`src/rtl/pfc_pkg.sv`:
```
// Package for the pixel format converter: mode codes, field widths and the
// result and push records shared by the core, the result queue and the top level.
// No dependencies.
package pfc_pkg;

  localparam int BYTE_W  = 8;
  localparam int VALUE_W = 12;
  localparam int NIB_W   = 4;

  // Conversion mode register codes.
  typedef enum logic [1:0] {
    MODE_RGB12  = 2'd0,
    MODE_PACK   = 2'd1,
    MODE_UNPACK = 2'd2,
    MODE_NONE   = 2'd3
  } mode_t;

  // Position of a byte within its group.
  typedef enum logic [1:0] {
    PHASE_FIRST  = 2'd0,
    PHASE_SECOND = 2'd1,
    PHASE_THIRD  = 2'd2,
    PHASE_STRAY  = 2'd3
  } phase_t;

  // One result item.
  typedef struct packed {
    logic [VALUE_W-1:0] value;
    logic               last;
  } result_t;

  // Results produced by one input transaction, in order.
  typedef struct packed {
    logic [1:0] count;
    result_t    first;
    result_t    second;
  } push_t;

endpackage

```
`src/rtl/pfc_if.sv`:
```
// Stream interfaces of the pixel format converter: source bytes in, results out.
// Depends on pfc_pkg for the field widths.
interface pfc_in_if;
  logic                       valid;
  logic                       ready;
  logic [pfc_pkg::BYTE_W-1:0] source_byte;
  logic                       start_of_frame;

  modport source (output valid, output source_byte, output start_of_frame, input ready);
  modport sink   (input valid, input source_byte, input start_of_frame, output ready);
endinterface

interface pfc_out_if;
  logic                        valid;
  logic                        ready;
  logic [pfc_pkg::VALUE_W-1:0] out_value;
  logic                        out_last;

  modport source (output valid, output out_value, output out_last, input ready);
  modport sink   (input valid, input out_value, input out_last, output ready);
endinterface

```
`src/rtl/pfc_core.sv`:
```
// Conversion core: mode register, byte phase and held bytes, and the results
// that each accepted byte produces. Depends on pfc_pkg.
module pfc_core (
  input  logic                        clk,
  input  logic                        rst,
  input  logic                        cfg_wr_en,
  input  logic [1:0]                  cfg_wr_data,
  input  logic                        accept,
  input  logic [pfc_pkg::BYTE_W-1:0]  source_byte,
  input  logic                        start_of_frame,
  output pfc_pkg::mode_t              mode,
  output pfc_pkg::push_t              push
);

  pfc_pkg::phase_t            phase;
  pfc_pkg::phase_t            phase_next;
  logic [pfc_pkg::BYTE_W-1:0] held_first;
  logic [pfc_pkg::BYTE_W-1:0] held_first_next;
  logic [pfc_pkg::BYTE_W-1:0] held_second;
  logic [pfc_pkg::BYTE_W-1:0] held_second_next;
  pfc_pkg::phase_t            eff_phase;
  logic [pfc_pkg::NIB_W-1:0]  hi_nib;
  logic [pfc_pkg::NIB_W-1:0]  lo_nib;

  assign hi_nib = source_byte[pfc_pkg::BYTE_W-1 -: pfc_pkg::NIB_W];
  assign lo_nib = source_byte[pfc_pkg::NIB_W-1:0];

  // Decode the byte against the current phase and build the results.
  always_comb begin
    eff_phase        = start_of_frame ? pfc_pkg::PHASE_FIRST : phase;
    phase_next       = eff_phase;
    held_first_next  = held_first;
    held_second_next = held_second;
    push             = '0;
    case (mode)
      pfc_pkg::MODE_RGB12: begin
        if (eff_phase == pfc_pkg::PHASE_FIRST) begin
          held_first_next = source_byte;
          phase_next      = pfc_pkg::PHASE_SECOND;
        end else if (eff_phase == pfc_pkg::PHASE_SECOND) begin
          held_second_next = source_byte;
          phase_next       = pfc_pkg::PHASE_THIRD;
        end else begin
          // A stray phase counts as the blue byte.
          phase_next         = pfc_pkg::PHASE_FIRST;
          push.count         = 2'd1;
          push.first.value   = {held_first[pfc_pkg::BYTE_W-1 -: pfc_pkg::NIB_W],
                                held_second[pfc_pkg::BYTE_W-1 -: pfc_pkg::NIB_W],
                                hi_nib};
          push.first.last    = 1'b1;
        end
      end
      pfc_pkg::MODE_PACK: begin
        if (eff_phase == pfc_pkg::PHASE_FIRST) begin
          held_first_next = source_byte;
          phase_next      = pfc_pkg::PHASE_SECOND;
        end else begin
          // The second byte is ORed in whole, not masked.
          phase_next       = pfc_pkg::PHASE_FIRST;
          push.count       = 2'd1;
          push.first.value = {{pfc_pkg::NIB_W{1'b0}},
                              held_first[pfc_pkg::NIB_W-1:0] | hi_nib, lo_nib};
          push.first.last  = 1'b1;
        end
      end
      pfc_pkg::MODE_UNPACK: begin
        phase_next        = pfc_pkg::PHASE_FIRST;
        push.count        = 2'd2;
        push.first.value  = {{(pfc_pkg::VALUE_W-pfc_pkg::NIB_W){1'b0}}, hi_nib};
        push.first.last   = 1'b0;
        push.second.value = {{(pfc_pkg::VALUE_W-pfc_pkg::NIB_W){1'b0}}, lo_nib};
        push.second.last  = 1'b1;
      end
      default: begin
        // No conversion: only the start-of-frame clear takes effect.
        phase_next = eff_phase;
      end
    endcase
    if (!accept) begin
      push.count = 2'd0;
    end
  end

  // Mode register and byte phase; a mode write restarts the group.
  always_ff @(posedge clk) begin
    if (rst) begin
      mode  <= pfc_pkg::MODE_NONE;
      phase <= pfc_pkg::PHASE_FIRST;
    end else if (cfg_wr_en) begin
      mode  <= pfc_pkg::mode_t'(cfg_wr_data);
      phase <= pfc_pkg::PHASE_FIRST;
    end else if (accept) begin
      phase <= phase_next;
    end
  end

  // Held bytes.
  always_ff @(posedge clk) begin
    if (rst) begin
      held_first  <= '0;
      held_second <= '0;
    end else if (accept) begin
      held_first  <= held_first_next;
      held_second <= held_second_next;
    end
  end

endmodule

```
`src/rtl/pfc_result_queue.sv`:
```
// Small result queue: two results in a cycle at most, one out on out_ready.
// Depends on pfc_pkg for the result and push records.
module pfc_result_queue #(
  parameter int DEPTH = 4
) (
  input  logic                         clk,
  input  logic                         rst,
  input  pfc_pkg::push_t               push,
  output logic                         room,
  output logic [$clog2(DEPTH+1)-1:0]   level,
  output logic                         out_valid,
  input  logic                         out_ready,
  output pfc_pkg::result_t             out_item
);

  // DEPTH must be a power of two, at least 2 (unchecked), so the pointers wrap.
  localparam int PW = $clog2(DEPTH);
  localparam int CW = $clog2(DEPTH + 1);
  localparam logic [CW-1:0] ROOM_LIMIT = CW'(DEPTH - 2);

  pfc_pkg::result_t entries [DEPTH];
  logic [PW-1:0]    wr_ptr;
  logic [PW-1:0]    rd_ptr;
  logic [CW-1:0]    level_next;
  logic             pop;

  assign pop       = out_valid && out_ready;
  assign out_valid = (level != '0);
  assign out_item  = entries[rd_ptr];
  assign room      = (level <= ROOM_LIMIT);

  assign level_next = level + CW'(push.count) - {{(CW-1){1'b0}}, pop};

  // Pointers and fill level.
  always_ff @(posedge clk) begin
    if (rst) begin
      wr_ptr <= '0;
      rd_ptr <= '0;
      level  <= '0;
    end else begin
      wr_ptr <= wr_ptr + PW'(push.count);
      if (pop) begin
        rd_ptr <= rd_ptr + PW'(1);
      end
      level <= level_next;
    end
  end

  // Entry storage; the second result goes right after the first.
  always_ff @(posedge clk) begin
    if (push.count != 2'd0) begin
      entries[wr_ptr] <= push.first;
    end
    if (push.count == 2'd2) begin
      entries[wr_ptr + PW'(1)] <= push.second;
    end
  end

endmodule

```
`src/rtl/pixel_format_converter.sv`:
```
// Pixel format converter top level: one source byte per transaction in, one
// converted word per transaction out. Depends on pfc_pkg, pfc_if, pfc_core
// and pfc_result_queue.
// A result enters the result queue when the byte that completes it is accepted.
// Throughput: one byte per cycle while the queue has room for two results; in
// unpack mode each byte yields two results for the single result port.
// Reset clears the mode to no conversion, the byte phase, held bytes and queue.
module pixel_format_converter #(
  parameter int QUEUE_DEPTH = 4
) (
  input  logic        clk,
  input  logic        rst,
  input  logic        cfg_wr_en,
  input  logic [1:0]  cfg_wr_data,
  pfc_in_if.sink      in_ch,
  pfc_out_if.source   out_ch
);

  localparam int CW = $clog2(QUEUE_DEPTH + 1);

  pfc_pkg::mode_t   mode;
  pfc_pkg::push_t   push;
  pfc_pkg::result_t head;
  logic             room;
  logic [CW-1:0]    level;
  logic             in_accept;

  // A byte is taken whenever the queue has space for two results.
  assign in_ch.ready = room;
  assign in_accept   = in_ch.valid && in_ch.ready;

  pfc_core u_core (
    .clk            (clk),
    .rst            (rst),
    .cfg_wr_en      (cfg_wr_en),
    .cfg_wr_data    (cfg_wr_data),
    .accept         (in_accept),
    .source_byte    (in_ch.source_byte),
    .start_of_frame (in_ch.start_of_frame),
    .mode           (mode),
    .push           (push)
  );

  pfc_result_queue #(
    .DEPTH (QUEUE_DEPTH)
  ) u_queue (
    .clk       (clk),
    .rst       (rst),
    .push      (push),
    .room      (room),
    .level     (level),
    .out_valid (out_ch.valid),
    .out_ready (out_ch.ready),
    .out_item  (head)
  );

  assign out_ch.out_value = head.value;
  assign out_ch.out_last  = head.last;

  // The queue never overfills.
  assert property (@(posedge clk) disable iff (rst) level <= CW'(QUEUE_DEPTH))
    else $error("result queue overfilled");

  // A byte in no-conversion mode produces no result.
  assert property (@(posedge clk) disable iff (rst)
    (in_accept && mode == pfc_pkg::MODE_NONE) |-> push.count == 2'd0)
    else $error("result pushed in no-conversion mode");

  // After any push, the queue offers a result on the next cycle.
  assert property (@(posedge clk) disable iff (rst)
    (push.count != 2'd0) |=> out_ch.valid)
    else $error("pushed result not offered");

  // An unpacked byte always yields exactly two results.
  assert property (@(posedge clk) disable iff (rst)
    (in_accept && mode == pfc_pkg::MODE_UNPACK) |-> push.count == 2'd2)
    else $error("unpack did not push two results");

endmodule

```
`src/flat_wrapper.sv`:
```
// flat-port wrapper written by rule: the top's interface ports become plain ports
module pixel_format_converter_flat 
#(
  parameter int QUEUE_DEPTH = 4
)
  (clk, rst, cfg_wr_en, cfg_wr_data, in_ch_valid, in_ch_source_byte, in_ch_start_of_frame, in_ch_ready, out_ch_valid, out_ch_out_value, out_ch_out_last, out_ch_ready);
  pfc_in_if in_ch_i ();
  pfc_out_if out_ch_i ();
  input  logic clk;
  input  logic rst;
  input  logic cfg_wr_en;
  input  logic [1:0] cfg_wr_data;
  input wire logic [$bits(in_ch_i.valid)-1:0] in_ch_valid;
  input wire logic [$bits(in_ch_i.source_byte)-1:0] in_ch_source_byte;
  input wire logic [$bits(in_ch_i.start_of_frame)-1:0] in_ch_start_of_frame;
  output wire logic [$bits(in_ch_i.ready)-1:0] in_ch_ready;
  output wire logic [$bits(out_ch_i.valid)-1:0] out_ch_valid;
  output wire logic [$bits(out_ch_i.out_value)-1:0] out_ch_out_value;
  output wire logic [$bits(out_ch_i.out_last)-1:0] out_ch_out_last;
  input wire logic [$bits(out_ch_i.ready)-1:0] out_ch_ready;
  assign in_ch_i.valid = in_ch_valid;
  assign in_ch_i.source_byte = in_ch_source_byte;
  assign in_ch_i.start_of_frame = in_ch_start_of_frame;
  assign in_ch_ready = in_ch_i.ready;
  assign out_ch_valid = out_ch_i.valid;
  assign out_ch_out_value = out_ch_i.out_value;
  assign out_ch_out_last = out_ch_i.out_last;
  assign out_ch_i.ready = out_ch_ready;
  pixel_format_converter #(.QUEUE_DEPTH(QUEUE_DEPTH)) u_core (.clk(clk), .rst(rst), .cfg_wr_en(cfg_wr_en), .cfg_wr_data(cfg_wr_data), .in_ch(in_ch_i), .out_ch(out_ch_i));
endmodule
```
`config.mk`:
```
export PLATFORM = sky130hd
export DESIGN_NAME = pixel_format_converter_flat
export DESIGN_NICKNAME = d
export VERILOG_FILES = /design/src/rtl/pfc_pkg.sv /design/src/rtl/pfc_if.sv /design/src/rtl/pfc_core.sv /design/src/rtl/pfc_result_queue.sv /design/src/rtl/pixel_format_converter.sv /design/src/flat_wrapper.sv
export SDC_FILE = /design/constraint.sdc
export NUM_CORES = 1
export LEC_CHECK = 0
export BUFFER_PORTS_ARGS = -buffer_cell sky130_fd_sc_hd__buf_2
export CORE_AREA = 2 2 84 86
export CTS_BUF_LIST = sky130_fd_sc_hd__clkbuf_8
export CTS_CLUSTER_DIAMETER = 40
export DETAILED_ROUTE_END_ITERATION = 6
export DIE_AREA = 0 0 86 88
export PLACE_DENSITY = 0.88
export SYNTH_ARGS = -nofsm -noshare
export SYNTH_HDL_FRONTEND = slang
export SYNTH_HIERARCHICAL = 1
export SYNTH_SLANG_ARGS = --single-unit
```
`constraint.sdc`:
```
create_clock -name clk -period 4 [get_ports clk]
set_input_delay 0.8 -clock clk [delete_from_list [all_inputs] [get_ports clk]]
set_output_delay 0.8 -clock clk [all_outputs]
set_load 0.02 [all_outputs]
```
; Word-level counts from Yosys, hierarchy flattened
; Memory sizes are Yosys's and may differ from the RTL's. A register that Yosys moved wholly into a read port is not among the register bits.
; Index checks and enable logic that the tools add are counted.
[word_totals]
reg_bits = 27
latchBits = 0
mem_bits_rw = 52
rom_bits = 0
out_inout_bits = 15
wordCells = 47
mem_count = 1
[op_classes]
add_sub_neg = 5
n_mul = 0
div_mod_pow = 0
order_cmp = 1
n_eq_ne = 4
shift = 0
muxes = 17
bitwise = 2
reduce_logical = 10
[memory_table]
columns = memory, depth, word_bits, rd, rd_clocked_by_memory_dff, wr, line
row1 = u_core.u_queue.entries, 4, 13, 1, 1, 2, pfc_result_queue.sv:21  ; pfc_pkg::result_t entries [DEPTH];
[op_table]
columns = op, count
row1 = case mux 15 bit (3 select lines), 1
row2 = two-way mux 14 bit, 3
row3 = two-way mux 2 bit, 6
row4 = case mux 2 bit (3 select lines), 1
row5 = two-way mux 1 bit, 5
row6 = two-way mux 5 bit, 1
row7 = adder 2 x 1 -> 2 bit (second input constant), 2
row8 = == test 2 x 1 -> 1 bit (second input constant), 2
row9 = == test 2 bit (second input constant), 2
row10 = logical NOT 2 bit, 2
row11 = OR 4 bit, 1
row12 = AND reduction 4 bit, 1
row13 = OR reduction 2 bit, 2
row14 = adder 3 x 2 -> 3 bit, 1
row15 = <= comparator 3 x 2 -> 1 bit (second input constant), 1
row16 = AND reduction 3 bit, 1
row17 = nonzero test 3 bit, 1
row18 = subtractor 3 x 1 -> 3 bit, 1
row19 = adder 2 bit, 1
row20 = logical AND 1 bit, 2
row21 = nonzero test 2 bit, 1
row22 = inverter 1 bit, 1

; Logic depth before layout (Yosys ltp)
; Gate-level depths: netlist of run 1.
[logic_depth]
word_depth = 9
depth_mapped = 10
mapped_depth_nobuf = 9

; Cells and area by module
; The synthesis of run 1 kept the hierarchy.
[modules_own_cells]
columns = mod, instances, cells_each, area_per_inst_um2
row1 = pfc_result_queue, 1, 178, 3046.7
row2 = pfc_core, 1, 116, 992.2
row3 = pixel_format_converter, 1, 1, 6.3

; Worst setup path after synthesis of run 1
; No wires, ideal clock.
[synth_path]
path_type = input port to flip-flop
start = input in_ch_start_of_frame
end = memory u_core/u_queue/entries[2][0] (netlist name), enable pin
setup_ns = 0.387
arrival_time_ns = 2.774
required_ns = 3.613
slack_ns = 0.838
path_stages = 7
n_path_buf = 2
path_cell_list = buf_2 -> nor2_1 -> and3b_1 -> o21a_1 -> buf_2 -> or3b_2 -> a21oi_1
[synth_rtl]
columns = item, line
row1 = start: declaration, flat_wrapper.sv:15  ; input wire logic [$bits(in_ch_i.start_of_frame)-1:0] in_ch_start_of_frame;
row2 = end: declaration, pfc_result_queue.sv:21

==> run summary, run 1 <==
The run finished with clean final reports. The floorplan step defined a core boundary enclosing 6640 sq um. The floorplan has 30 rows.

The worst setup path is launched from an input port. The max-slew violation count is 0. The tools report the via count of the first global-routing pass as 2,401. After clock tree synthesis, the flow added hold-fix buffers numbering 0.

The run gives 44 as the number of distinct library cells after synthesis. The congestion estimate from routability-driven global placement came to 0.797. The run gives 7390 um as the total wire length after detailed routing.

The biggest area contributor in the post-synthesis netlist is sky130_fd_sc_hd__edfxtp_1. Cells with a size suffix above 1 make up 34.4% of the layout. For the total global routing overflow, the log shows 0.

The number of hold violations in the final report came out at 0. Adding up every negative setup slack in the final design gives 0 ns. The count of mapped cells out of synthesis was 295; the number of buffers on the longest clock path was 2. Setup repair after global routing left no endpoint under its margin. At the pin with the least slew margin, the transition time is 1.17 ns.

The category of the most critical setup path was in2reg. In this run the vertical extent of the chip is 88 um. The area of the die is 7570 sq um.

STA classifies the critical path endpoint as a register. The starting density of the core is 60.9%, and the standby leakage power is 1.69 nW. Clock tree synthesis found a total of 77 sinks.

TritonCTS built the clock tree. Hold timing on the final database bottoms out at a slack of 0.460 ns. Dividing the final minimum period by the clock period gives 71.8%. The tools report the number of warning messages in the yosys log as 6. Setup violations remaining at the end of the flow were counted as 0. The H-tree was split into 3 levels.

The tools report the post-CTS setup repair buffer count as 0. Ranked by total cell area, the synthesized netlist is headed by sky130_fd_sc_hd__edfxtp_1 39%, sky130_fd_sc_hd__mux2_2 13%, sky130_fd_sc_hd__dfxtp_1 12%. For the worst setup path, the data required time is 3.96 ns. Measured against its own limit, the worst slew margin works out to 22.0%. The run gives 5020 um as the post-DP HPWL.

The mapped netlist covers 4050 sq um. The type of the tightest min-delay check is reg2reg. The initial antenna violation count is 0, and the number of top-level pins is 31. Die span in x: 86 um. For this block, the via count after detailed routing is 2,411. The tools report the total cell area at the placement stage as 4200 sq um. Static timing analysis puts the maximum clock frequency at 0.348 GHz. In this run the worst path has a maximum fanout of 13.

Master cell of the clock root buffer: sky130_fd_sc_hd__clkbuf_8. The number of placed instances, taps included, is 395. In this run the remaining antenna-violating nets after routing total 0.

The logs give 51.0% for the sequential element share of the synthesized area and 0 for the number of diodes added for antenna fixing. After clock tree synthesis, the clock-pin slew on the worst setup and hold paths is 0.07 ns. The largest voltage drop on the vdd net is 0.325 mV. STA puts the critical path data arrival time at 2.83 ns. The first routing iteration left 154 violations. For this design the ratio of total power to cell area is 422 nW/um^2. With fillers left out, the area of the finished cells amounts to 4350 sq um. In this run, synthesis produced a sequential element count of 77. Compared with the post-synthesis result, the final layout area differs by 7.64%. Maximum number of pins on one net before global-route repair: 23. Once layout is complete, the cells apart from fillers number 411. Number of buffers added by the clock tree synthesis step: 9. In this run the mean area of a mapped cell was 13.7 sq um. The first global-routing pass estimated 11,800 um of wire. During placement, the flow inserted port buffers numbering 30. Max-cap violations in this run came to 0. The routed length per instance was 18.0 um.

For the setup clock skew after layout, the log shows 0.00702 ns. The first detailed-routing pass ran for 4 iterations. The tools report the utilization after layout as 65.5%. Dividing the detail-routed via count by the number of cells gives 5.87. Timing analysis after detailed placement gives a worst setup slack of 0.752 ns. The net count of the finished layout was 347; the total power of the final layout was 1.84 mW.

The number of design rule violations left after detail routing came out at 0. For the worst-skew pair, the clock arrives at the later sink with an insertion delay of 0.34 ns. The tools report the quantity of gates resized following cts as 0.

The post-route minimum period is 2.87 ns, and the overall fraction of global-route tracks in use is 21.0%. The top cell type by area accounts for 38.6% of the synthesized area. The tools report the setup slack of the critical path after layout as 1.13 ns.
power by group:
group / switching (mW) / leakage [nW] / internal, mW
sequential: 0.0691 / 0.647 / 0.887
combinational: 0.199 / 0.951 / 0.213
clock: 0.261 / 0.0870 / 0.210
cells in the final DEF, fill, tap and decap left out, types with 4 or more instances in the layout:
cell type,n
sky130_fd_sc_hd__edfxtp_1,52
sky130_fd_sc_hd__mux2_2,45
sky130_fd_sc_hd__buf_2,30
sky130_fd_sc_hd__nand2_1,26
sky130_fd_sc_hd__dfxtp_1,25
sky130_fd_sc_hd__mux2i_1,14
sky130_fd_sc_hd__mux4_2,13
sky130_fd_sc_hd__nor2_1,12
sky130_fd_sc_hd__inv_1,11
sky130_fd_sc_hd__and2_1,10
sky130_fd_sc_hd__mux2_1,10
sky130_fd_sc_hd__clkbuf_8,9
sky130_fd_sc_hd__conb_1,8
sky130_fd_sc_hd__nor2b_1,7
sky130_fd_sc_hd__buf_4,6
sky130_fd_sc_hd__nand2b_1,5
sky130_fd_sc_hd__clkinv_1,4
sky130_fd_sc_hd__o21ai_0,4
sky130_fd_sc_hd__a22o_1,4
sky130_fd_sc_hd__ha_1,4
worst max-delay path: stages:
cell and delay [ns]:
sky130_fd_sc_hd__buf_2 0.16, sky130_fd_sc_hd__nor2_1 0.13, sky130_fd_sc_hd__and3b_1 0.29, sky130_fd_sc_hd__o21a_1 0.38, sky130_fd_sc_hd__mux2i_1 0.16, sky130_fd_sc_hd__nor2_1 0.90
cells in the mapped netlist, drive strengths merged:
| library cell | count |
|---|---|
| a21oi | 4 |
| a22o | 4 |
| a311oi | 2 |
| and2 | 10 |
| and3b | 1 |
| and4b | 1 |
| and4bb | 2 |
| buf | 19 |
| clkbuf | 4 |
| conb | 1 |
| dfxtp | 25 |
| edfxtp | 52 |
| fa | 1 |
| ha | 4 |
| inv | 8 |
| mux2 | 55 |
| mux2i | 14 |
| mux4 | 13 |
| nand2 | 26 |
| nand2b | 5 |
| nand3b | 2 |
| nand4b | 4 |
| nor2 | 13 |
| nor2b | 7 |
| nor3 | 1 |
| nor4b | 2 |
| o211ai | 1 |
| o21a | 2 |
| o21ai | 5 |
| o311ai | 1 |
| o31a | 1 |
| or2 | 1 |
| or3 | 1 |
| or3b | 1 |
| xnor3 | 2 |
path summary, 6_finish.rpt:
check	startpoint	to	slack, ns	cells after the start
worst min register to register	u_core/u_core/held_first[7]	u_core/u_core/held_first[7]	0.46	2
worst min-delay path	u_core/u_core/held_first[7]	u_core/u_core/held_first[7]	0.46	2
worst max register to register	u_core/u_core/mode[0]	u_core/u_queue/entries[1][11]	1.22	5
worst max-delay path	in_ch_start_of_frame	u_core/u_queue/entries[1][11]	1.13	6
layout make-up:
type,count,area [sq um]
clock inverters,7,26.3
fillers,493,2290
multi-input cells,194,1820
repair buffers,36,195
clock buffers,9,124
inverters,8,30.0
flip-flops and latches,77,2060
well taps,80,100
metal layers:
metal  vias to the layer above  global-route usage (%)  part of all wire [%]
met3                        11                    4.90                   5.1
met1                      1182                    27.9                    45
met5                         -                       0                     0
met4                         0                    8.51                   1.5
met2                        70                    33.5                    49
li1                       1148                       -                     -
state kept, by name (all words and copies together), names as in the netlist, named ones only:
name                       cells
u_core/u_core/phase            2
u_core/u_core/held_first       8
u_core/u_queue/level           3
u_core/u_queue/entries        52
u_core/u_queue/wr_ptr          2
u_core/u_queue/rd_ptr          2
u_core/u_core/mode             2
u_core/u_core/held_second      4
logic make-up after synthesis:
logic type,Yosys count,share of synthesized area [%]
mux,82,26.0
flops,77,51.0
simple gates,77,11.7
buf+inv,31,4.76
compound gates,20,3.65
fa+ha+maj,5,1.73
xor+xnor,2,1.11
other cells,1,0.0927
No activity file was read; power rests on OpenSTA's default activity.
==> run 2, diff against run 1 <==
--- a/config.mk
+++ b/config.mk
@@ -5,13 +5,14 @@
 export SDC_FILE = /design/constraint.sdc
 export NUM_CORES = 1
 export LEC_CHECK = 0
+export ABC_AREA = 1
 export BUFFER_PORTS_ARGS = -buffer_cell sky130_fd_sc_hd__buf_2
-export CORE_AREA = 2 2 84 86
+export CORE_AREA = 2 2 86 88
 export CTS_BUF_LIST = sky130_fd_sc_hd__clkbuf_8
 export CTS_CLUSTER_DIAMETER = 40
 export DETAILED_ROUTE_END_ITERATION = 6
-export DIE_AREA = 0 0 86 88
-export PLACE_DENSITY = 0.88
+export DIE_AREA = 0 0 88 90
+export PLACE_DENSITY = 0.86
 export SYNTH_ARGS = -nofsm -noshare
 export SYNTH_HDL_FRONTEND = slang
 export SYNTH_HIERARCHICAL = 1
==> constraint.sdc (replaced) <==
create_clock -name clk -period 3.01 [get_ports clk]
set_input_delay 0.602 -clock clk [delete_from_list [all_inputs] [get_ports clk]]
set_output_delay 0.602 -clock clk [all_outputs]
set_load 0.02 [all_outputs]
==> run 2 against run 1 <==
First-iteration DRC count rose by 50%. Clock skew rose by 0.0073 ns. Core utilization fell by 0.17 points. Sequential power rose by 29%. Count of clock-buffer cells in the layout did not move. Area after synthesis rose by 3.2%. Die area rose by 4.7%. Critical endpoint is now u_core/u_queue/level[2].
==> run summary, run 2 <==
Setup slack closes at 0.467 ns. The die is 88 um wide. The endpoint kind of the worst setup timing path was a register. Leaving out fill and tap cells, the most frequent cell in the layout is sky130_fd_sc_hd__nand2_1. The post-CTS setup repair buffer count is 0.

The run gives 24.5% as the overall fraction of global-route tracks in use. The post-DP HPWL is 6250 um, and the area of the die is 7920 sq um. The most numerous cell in the Yosys netlist was sky130_fd_sc_hd__nand2_1. The total cell area at the placement stage is 4380 sq um, and the relative area change from synthesis to final layout is 9.95%. The placeable core region is 7020 sq um, and the violation count after the first detailed-route iteration is 231.

The analysis attributes to cell leakage a power of 1.72 nW. In the post-synthesis netlist, the biggest area contributors are sky130_fd_sc_hd__edfxtp_1 37%, sky130_fd_sc_hd__dfxtp_1 12%, sky130_fd_sc_hd__nand2_1 8.7%. For this run, the register share of the synthesized area comes to 49.4%. The largest total area in the synthesized netlist belongs to sky130_fd_sc_hd__edfxtp_1.

Clock skew on the completed layout was measured at 0.0144 ns. After layout, the minimum clock period comes to 2.54 ns. In the routed layout, each cell is associated on average with a via count of 5.41. In this run the biggest area consumer among cell types represents 37.4% of the synthesized area. TritonCTS built the clock tree. Summing all non-filler instances in the final layout gives an area of 4590 sq um. 0 antenna diodes ended up in the layout.

For this design the ratio of total power to cell area is 615 nW/um^2. After synthesis, the netlist uses 31 different library cells. In this run the worst path has a maximum fanout of 5. The run gives 2 as the number of buffers on the longest clock path. The largest registers in the layout are u_core/u_queue/entries x52, u_core/u_core/held_first x8, u_core/u_core/held_second x4. The count of nets left with antenna violations once routing finished came out at 0. The number of design rule violations left after detail routing was 0; the number of buffers added by the clock tree synthesis step was 9.

The final number of setup-violating endpoints was 0; the die height was 90 um. The number of enable flip-flop cells after synthesis is 52, and the number of port buffers is 30. u_core/u_queue/entries holds more flip-flops than any other register. Data on the critical path is required at its endpoint by 3.26 ns. The initial utilization of the core area, before any placement, comes to 59.5%. The total power of the final layout is 2.82 mW, and the number of clock sinks seen by CTS is 77. In the layout the commonest cells are 97 x sky130_fd_sc_hd__nand2_1, 61 x sky130_fd_sc_hd__nor2_1, 52 x sky130_fd_sc_hd__edfxtp_1, 44 x sky130_fd_sc_hd__inv_1, 36 x sky130_fd_sc_hd__o21ai_0.

The clock reaches the later pin of the worst-skew pair after 0.36 ns. The post-route netlist has 22.1% of its cells at a drive strength greater than 1. The first global-routing pass estimated 15,000 um of wire. For the hold-fix buffer count after cts, the log shows 0. The number of hold violations in the final report was 0. Synthesized area divided by synthesized cell count: 8.82 sq um. The tools report the via count of the first global-routing pass as 3,312.

31 I/O pins were placed. Clock-pin slew was measured on the worst setup and hold paths at 0.08 ns. The run gives 3,298 as the via count. The data arrival time at the worst-slack endpoint was 2.79 ns.

Counting flops with an async set or reset pin after synthesis yields a share of 0%. The mapped netlist covers 4170 sq um. The primary flip-flop cell chosen by synthesis mapping was sky130_fd_sc_hd__edfxtp_1. At the pin with the least slew margin, the transition time is 0.761 ns. The final critical path takes up 84.5% of the cycle.

Gates resized during post-CTS repair numbered 0. The worst pin sits at a relative slew slack of 49.2%. Setup repair after global routing left no endpoint under its margin. The run gives 0 as the initial antenna violation count. After detailed routing, the average wire length per cell comes to 14.8 um.

The number of warning messages in the yosys log is 6. Maximum number of pins on one net before global-route repair: 27. Derived from the worst setup path, the maximum achievable clock frequency is 0.393 GHz. After global routing the overflow that remains totals 0. For this run, the detailed router's first-pass iteration total came to 5.

The max-slew violation count was 0; the net count of the finished layout was 527. The tool flagged a number of max-cap violations equal to 0. Counting every instance in the synthesized netlist gives 473. Timing analysis after detailed placement gives a worst setup slack of 0.330 ns. The critical path launch point type was a register. The tools report the master cell of the clock root buffer as sky130_fd_sc_hd__clkbuf_8.

The total number of H-tree levels is 3, and the number of storage elements in the synthesis netlist is 77. The run finished with clean final reports. The number of flip-flops under the largest register name was 52; the total wire length after detailed routing was 9050 um.

Row generation in the floorplan step produced 31 rows. Sorting the synthesized cells by how often they occur yields 97 x sky130_fd_sc_hd__nand2_1, 61 x sky130_fd_sc_hd__nor2_1, 52 x sky130_fd_sc_hd__edfxtp_1. Across the VDD grid, the largest voltage drop is 0.310 mV. In this run the worst hold path is classified as in2reg. The critical path is of the reg2reg type.

At the end of routability-driven placement, the weighted congestion stood at 0.923.
-- run 2: cell types whose count changed after synthesis, sizes merged, moves of 14 or more --
cell,change
o21ai,+84
nand2,+74
mux2,-55
nor2,+55
inv,+41
nand3,+21
mux2i,-14
o22ai,+14
-- run 2: worst paths after layout --
| kind | startpoint | endpoint | slack (ns) | cells past startpoint |
|---|---|---|---|---|
| worst max-delay path | u_core/u_core/mode[1] | u_core/u_queue/level[2] | 0.47 | 11 |
| worst min-delay path | cfg_wr_data[0] | u_core/u_core/mode[0] | 0.46 | 3 |
| worst max register to register | u_core/u_core/mode[1] | u_core/u_queue/level[2] | 0.47 | 11 |
| worst min register to register | u_core/u_core/held_first[3] | u_core/u_core/held_first[3] | 0.46 | 2 |
-- run 2: cell families after synthesis --
kind of cell    count (synthesis)  synth area share [%]
compound gates                124                  18.3
other cells                     1                0.0898
buf+inv                        74                  9.05
flops                          77                  49.4
simple gates                  192                  21.5
fa+ha+maj                       5                  1.68
-- run 2: power breakdown --
part / switching, mW / internal, mW
logic: 0.501 / 0.229
registers: 0.0449 / 1.19
clock network: 0.396 / 0.465
-- run 2: metal layers --
layer  GRT usage, %  share of wire (%)
met1           28.3                 39
met2           42.5                 52
met3           5.69                6.4
met4           10.8                1.9
met5              0                  0
-- run 2: area by class of cell --
| cell class | instances | area (sq um) |
|---|---|---|
| Fill cell | 561 | 2430 |
| Clock inverter | 7 | 90.1 |
| Tap cell | 99 | 124 |
| Sequential cell | 77 | 2060 |
| Inverter | 49 | 184 |
| Multi-Input combinational cell | 329 | 1780 |
| Timing Repair Buffer | 40 | 225 |
| Clock buffer | 9 | 124 |
-- run 2: worst max-delay path, cell delays in order, from the launching register on --
cell,delay (ns)
sky130_fd_sc_hd__dfxtp_1,0.44
sky130_fd_sc_hd__inv_2,0.11
sky130_fd_sc_hd__nor2_2,0.15
sky130_fd_sc_hd__inv_1,0.11
sky130_fd_sc_hd__nor2_1,0.24
sky130_fd_sc_hd__inv_2,0.11
sky130_fd_sc_hd__ha_1,0.29
sky130_fd_sc_hd__inv_1,0.05
sky130_fd_sc_hd__fa_1,0.43
sky130_fd_sc_hd__or2_2,0.32
sky130_fd_sc_hd__a21oi_1,0.13
sky130_fd_sc_hd__nor2_1,0.06
-- run 2: stage by stage --
| stage | TNS [ns] | utilization (%) | hold slack, ns | instances |
|---|---|---|---|---|
| after global placement | 0 | 62.3 | 0.447 | 594 |
| after CTS | 0 | 65.4 | 0.452 | 610 |
| after floorplan | -6.37 | - | 0.437 | 480 |
| after detailed placement | 0 | 62.3 | 0.449 | 594 |
| final | 0 | 65.4 | 0.462 | 610 |
| after global routing | 0 | 65.4 | 0.478 | 610 |
==> run 3, diff against run 2 <==
==> constraint.sdc (replaced) <==
create_clock -name clk -period 2.45 [get_ports clk]
set_input_delay 0.49 -clock clk [delete_from_list [all_inputs] [get_ports clk]]
set_output_delay 0.49 -clock clk [all_outputs]
set_load 0.02 [all_outputs]
==> run 3 against run 2 <==
Worst setup slack worse by 0.34 ns. Core utilization grew 3.0 points. Clock power increased by 32%. Non-clock buffer count increased by 5. Wire length down 0.93%. Highest routed layer unchanged.
==> run summary, run 3 (synthesis results as in run 2) <==
For this design, the sink count on the clock tree is 77. The maximum number of pins on one net before global-route repair was 27; the clock transition time at the flip-flop clock pins of the worst setup and hold paths was 0.08 ns. STA classifies the critical path startpoint as a register.

Data arrives at the worst endpoint at 2.56 ns. In this run the most used layer during global routing was met2. The register with the most flip-flops in the layout has 52 of them. The pin slew with the least headroom to its limit was 0.767 ns. Across the run, the number of max-cap violations was 0. In the layout the commonest cells are 97 x sky130_fd_sc_hd__nand2_1, 61 x sky130_fd_sc_hd__nor2_1, 52 x sky130_fd_sc_hd__edfxtp_1, 45 x sky130_fd_sc_hd__inv_1, 36 x sky130_fd_sc_hd__o21ai_0. Total number of H-tree levels: 3. The detail route stage leaves a number of antenna-violating nets equal to 0. The worst setup path is captured at a register. The logs give 0.877 for the global placer's final weighted congestion and 0.129 ns for the setup slack of the critical path after layout. Row generation in the floorplan step produced 31 rows.

For the final routed database, the setup TNS stands at 0 ns. For the global-route track usage on met2, the log shows 38.8%. The register with the most flip-flops in the final layout is u_core/u_queue/entries. The largest voltage drop on the vdd net was 0.461 mV; the hold-fix buffer count after cts was 0.

The largest fanout of any net on the critical path is 4. For the number of design rule violations left after detail routing, the log shows 0. For this run, global-route usage on met1 was measured as 32.9%. For the setup clock skew after layout, the log shows 0.00882 ns. Global routing used 6.06% of the available met3 tracks.

In this run the tightest slew margin relative to its limit is 48.7%. The power density relative to cell area works out to 750 nW/um^2. The largest registers in the layout are u_core/u_queue/entries x52, u_core/u_core/held_first x8, u_core/u_core/held_second x4. The tools report the placeable core region as 7020 sq um. The total global routing overflow is 0. Iteration count of the initial detailed-routing pass: 6.

The critical path is of the reg2reg type. The total wire length after detailed routing was 8960 um; the relative area change from synthesis to final layout was 15.1%. For the via count of the first global-routing pass, the log shows 3,218.

The run gives 24.3% as the overall fraction of global-route tracks in use. The initial utilization of the core area, before any placement, comes to 59.5%. At the later pin of the worst-skew pair, clock insertion delay measures 0.35 ns. The max-slew violation count came out at 0. The detailed router finished its first iteration with 387 violations. The min-delay analysis places its worst path in the category in2reg. TritonCTS built the clock tree.

In this run the clock root is driven by a sky130_fd_sc_hd__clkbuf_8. The ratio of final minimum period to clock period was 94.8%; the number of inserted filler cells in the final layout was 513. The die height was 90 um. Leaving out fill and tap cells, the most frequent cell in the layout is sky130_fd_sc_hd__nand2_1. The logs give 7920 sq um for the area of the die and 6860 um for the post-DP HPWL.

At the placement stage, the worst setup path has a slack of 0.0775 ns. The number of port buffers came out at 30. The number of hold violations in the final report came out at 0. Routed length per instance: 14.6 um. Setup violations remaining at the end of the flow were counted as 0.

The via count is 3,402, and the die span in x is 88 um. In the final layout, the share of cells above drive strength 1 is 23.3%. The tools report the net count of the finished layout as 532. The run finished with clean final reports. For the initial antenna violation count, the log shows 0. The logs give 31 for the number of top-level pins and 0 for the number of diodes added for antenna fixing.

Subtracting the final worst setup slack from the clock period gives 2.32 ns. Dividing the detail-routed via count by the number of cells gives 5.53. The highest attainable clock frequency was 0.431 GHz; the number of buffers on the longest clock path was 2. The standby leakage power was 1.80 nW. The number of buffers added by the clock tree synthesis step came out at 9.

Setup repair after global routing left no endpoint under its margin. In this run the register-to-register setup slack is 0.13 ns. The global-route wire length before repair was 15,100 um. The data required time at the worst endpoint was 2.69 ns.
## run 3: cell types whose count changed in the layout (fill, tap and decap cells not counted), sizes merged
| cell | change |
|---|---|
| bufinv | +1 |
| buf | +5 |
| clkinv | -1 |
## run 3: worst max-delay path: stages, from the launching register on
cell and delay [ns]:
sky130_fd_sc_hd__dfxtp_1 0.34, sky130_fd_sc_hd__a21oi_4 0.15, sky130_fd_sc_hd__nand2_1 0.06, sky130_fd_sc_hd__inv_1 0.12, sky130_fd_sc_hd__inv_2 0.06, sky130_fd_sc_hd__nor2_1 0.16
sky130_fd_sc_hd__inv_2 0.06, sky130_fd_sc_hd__ha_1 0.27, sky130_fd_sc_hd__inv_1 0.05, sky130_fd_sc_hd__fa_1 0.44, sky130_fd_sc_hd__or2_2 0.32, sky130_fd_sc_hd__a21oi_1 0.13
sky130_fd_sc_hd__nor2_1 0.06
## run 3: worst paths after layout
check	start	endpoint	cells after the start
max	u_core/u_queue/level[0]	u_core/u_queue/level[2]	12
min reg2reg	u_core/u_core/held_first[0]	u_core/u_core/held_first[0]	2
max reg2reg	u_core/u_queue/level[0]	u_core/u_queue/level[2]	12
min	cfg_wr_data[0]	u_core/u_core/mode[0]	3
## run 3: repair_timing
item | CTS | global route
endpoints found under the setup margin | 0 | 1
setup buffers | 0 | 0
resized for setup | 0 | 1
## run 3: power breakdown
group          internal (mW)  total [mW]  switching (mW)
sequential              1.46        1.52          0.0647
combinational          0.315       0.943           0.627
clock                  0.675        1.14           0.463
## run 3: cell type report
class | instances | area, sq um | share of cell area (%)
Inverter | 49 | 184 | 3.83
Multi-Input combinational cell | 329 | 1830 | 38.1
Clock inverter | 7 | 115 | 2.40
Timing Repair Buffer | 45 | 363 | 7.55
Clock buffer | 9 | 124 | 2.58
Sequential cell | 77 | 2060 | 43.0
Tap cell | 99 | 124 | 2.58
## run 3: metrics by stage
step / instances / total power [mW] / hold slack, ns / cell area, sq um / util (%)
2_1_floorplan: 480 / 2.22 / 0.437 / 4270 / -
6_report: 615 / 3.60 / 0.368 / 4800 / 68.4
4_1_cts: 615 / 3.61 / 0.357 / 4800 / 68.4
3_5_place_dp: 599 / 2.48 / 0.450 / 4560 / 65.0
5_1_grt: 615 / 3.79 / 0.366 / 4800 / 68.4
3_3_place_gp: 599 / 2.45 / 0.446 / 4560 / 65.0
## run 3: per-layer routing
metal  share of wire, %  up-vias
met5                  0        -
met2                 48      149
met3                7.2       20
met1                 43     1574
li1                   -     1659
met4                1.6        0
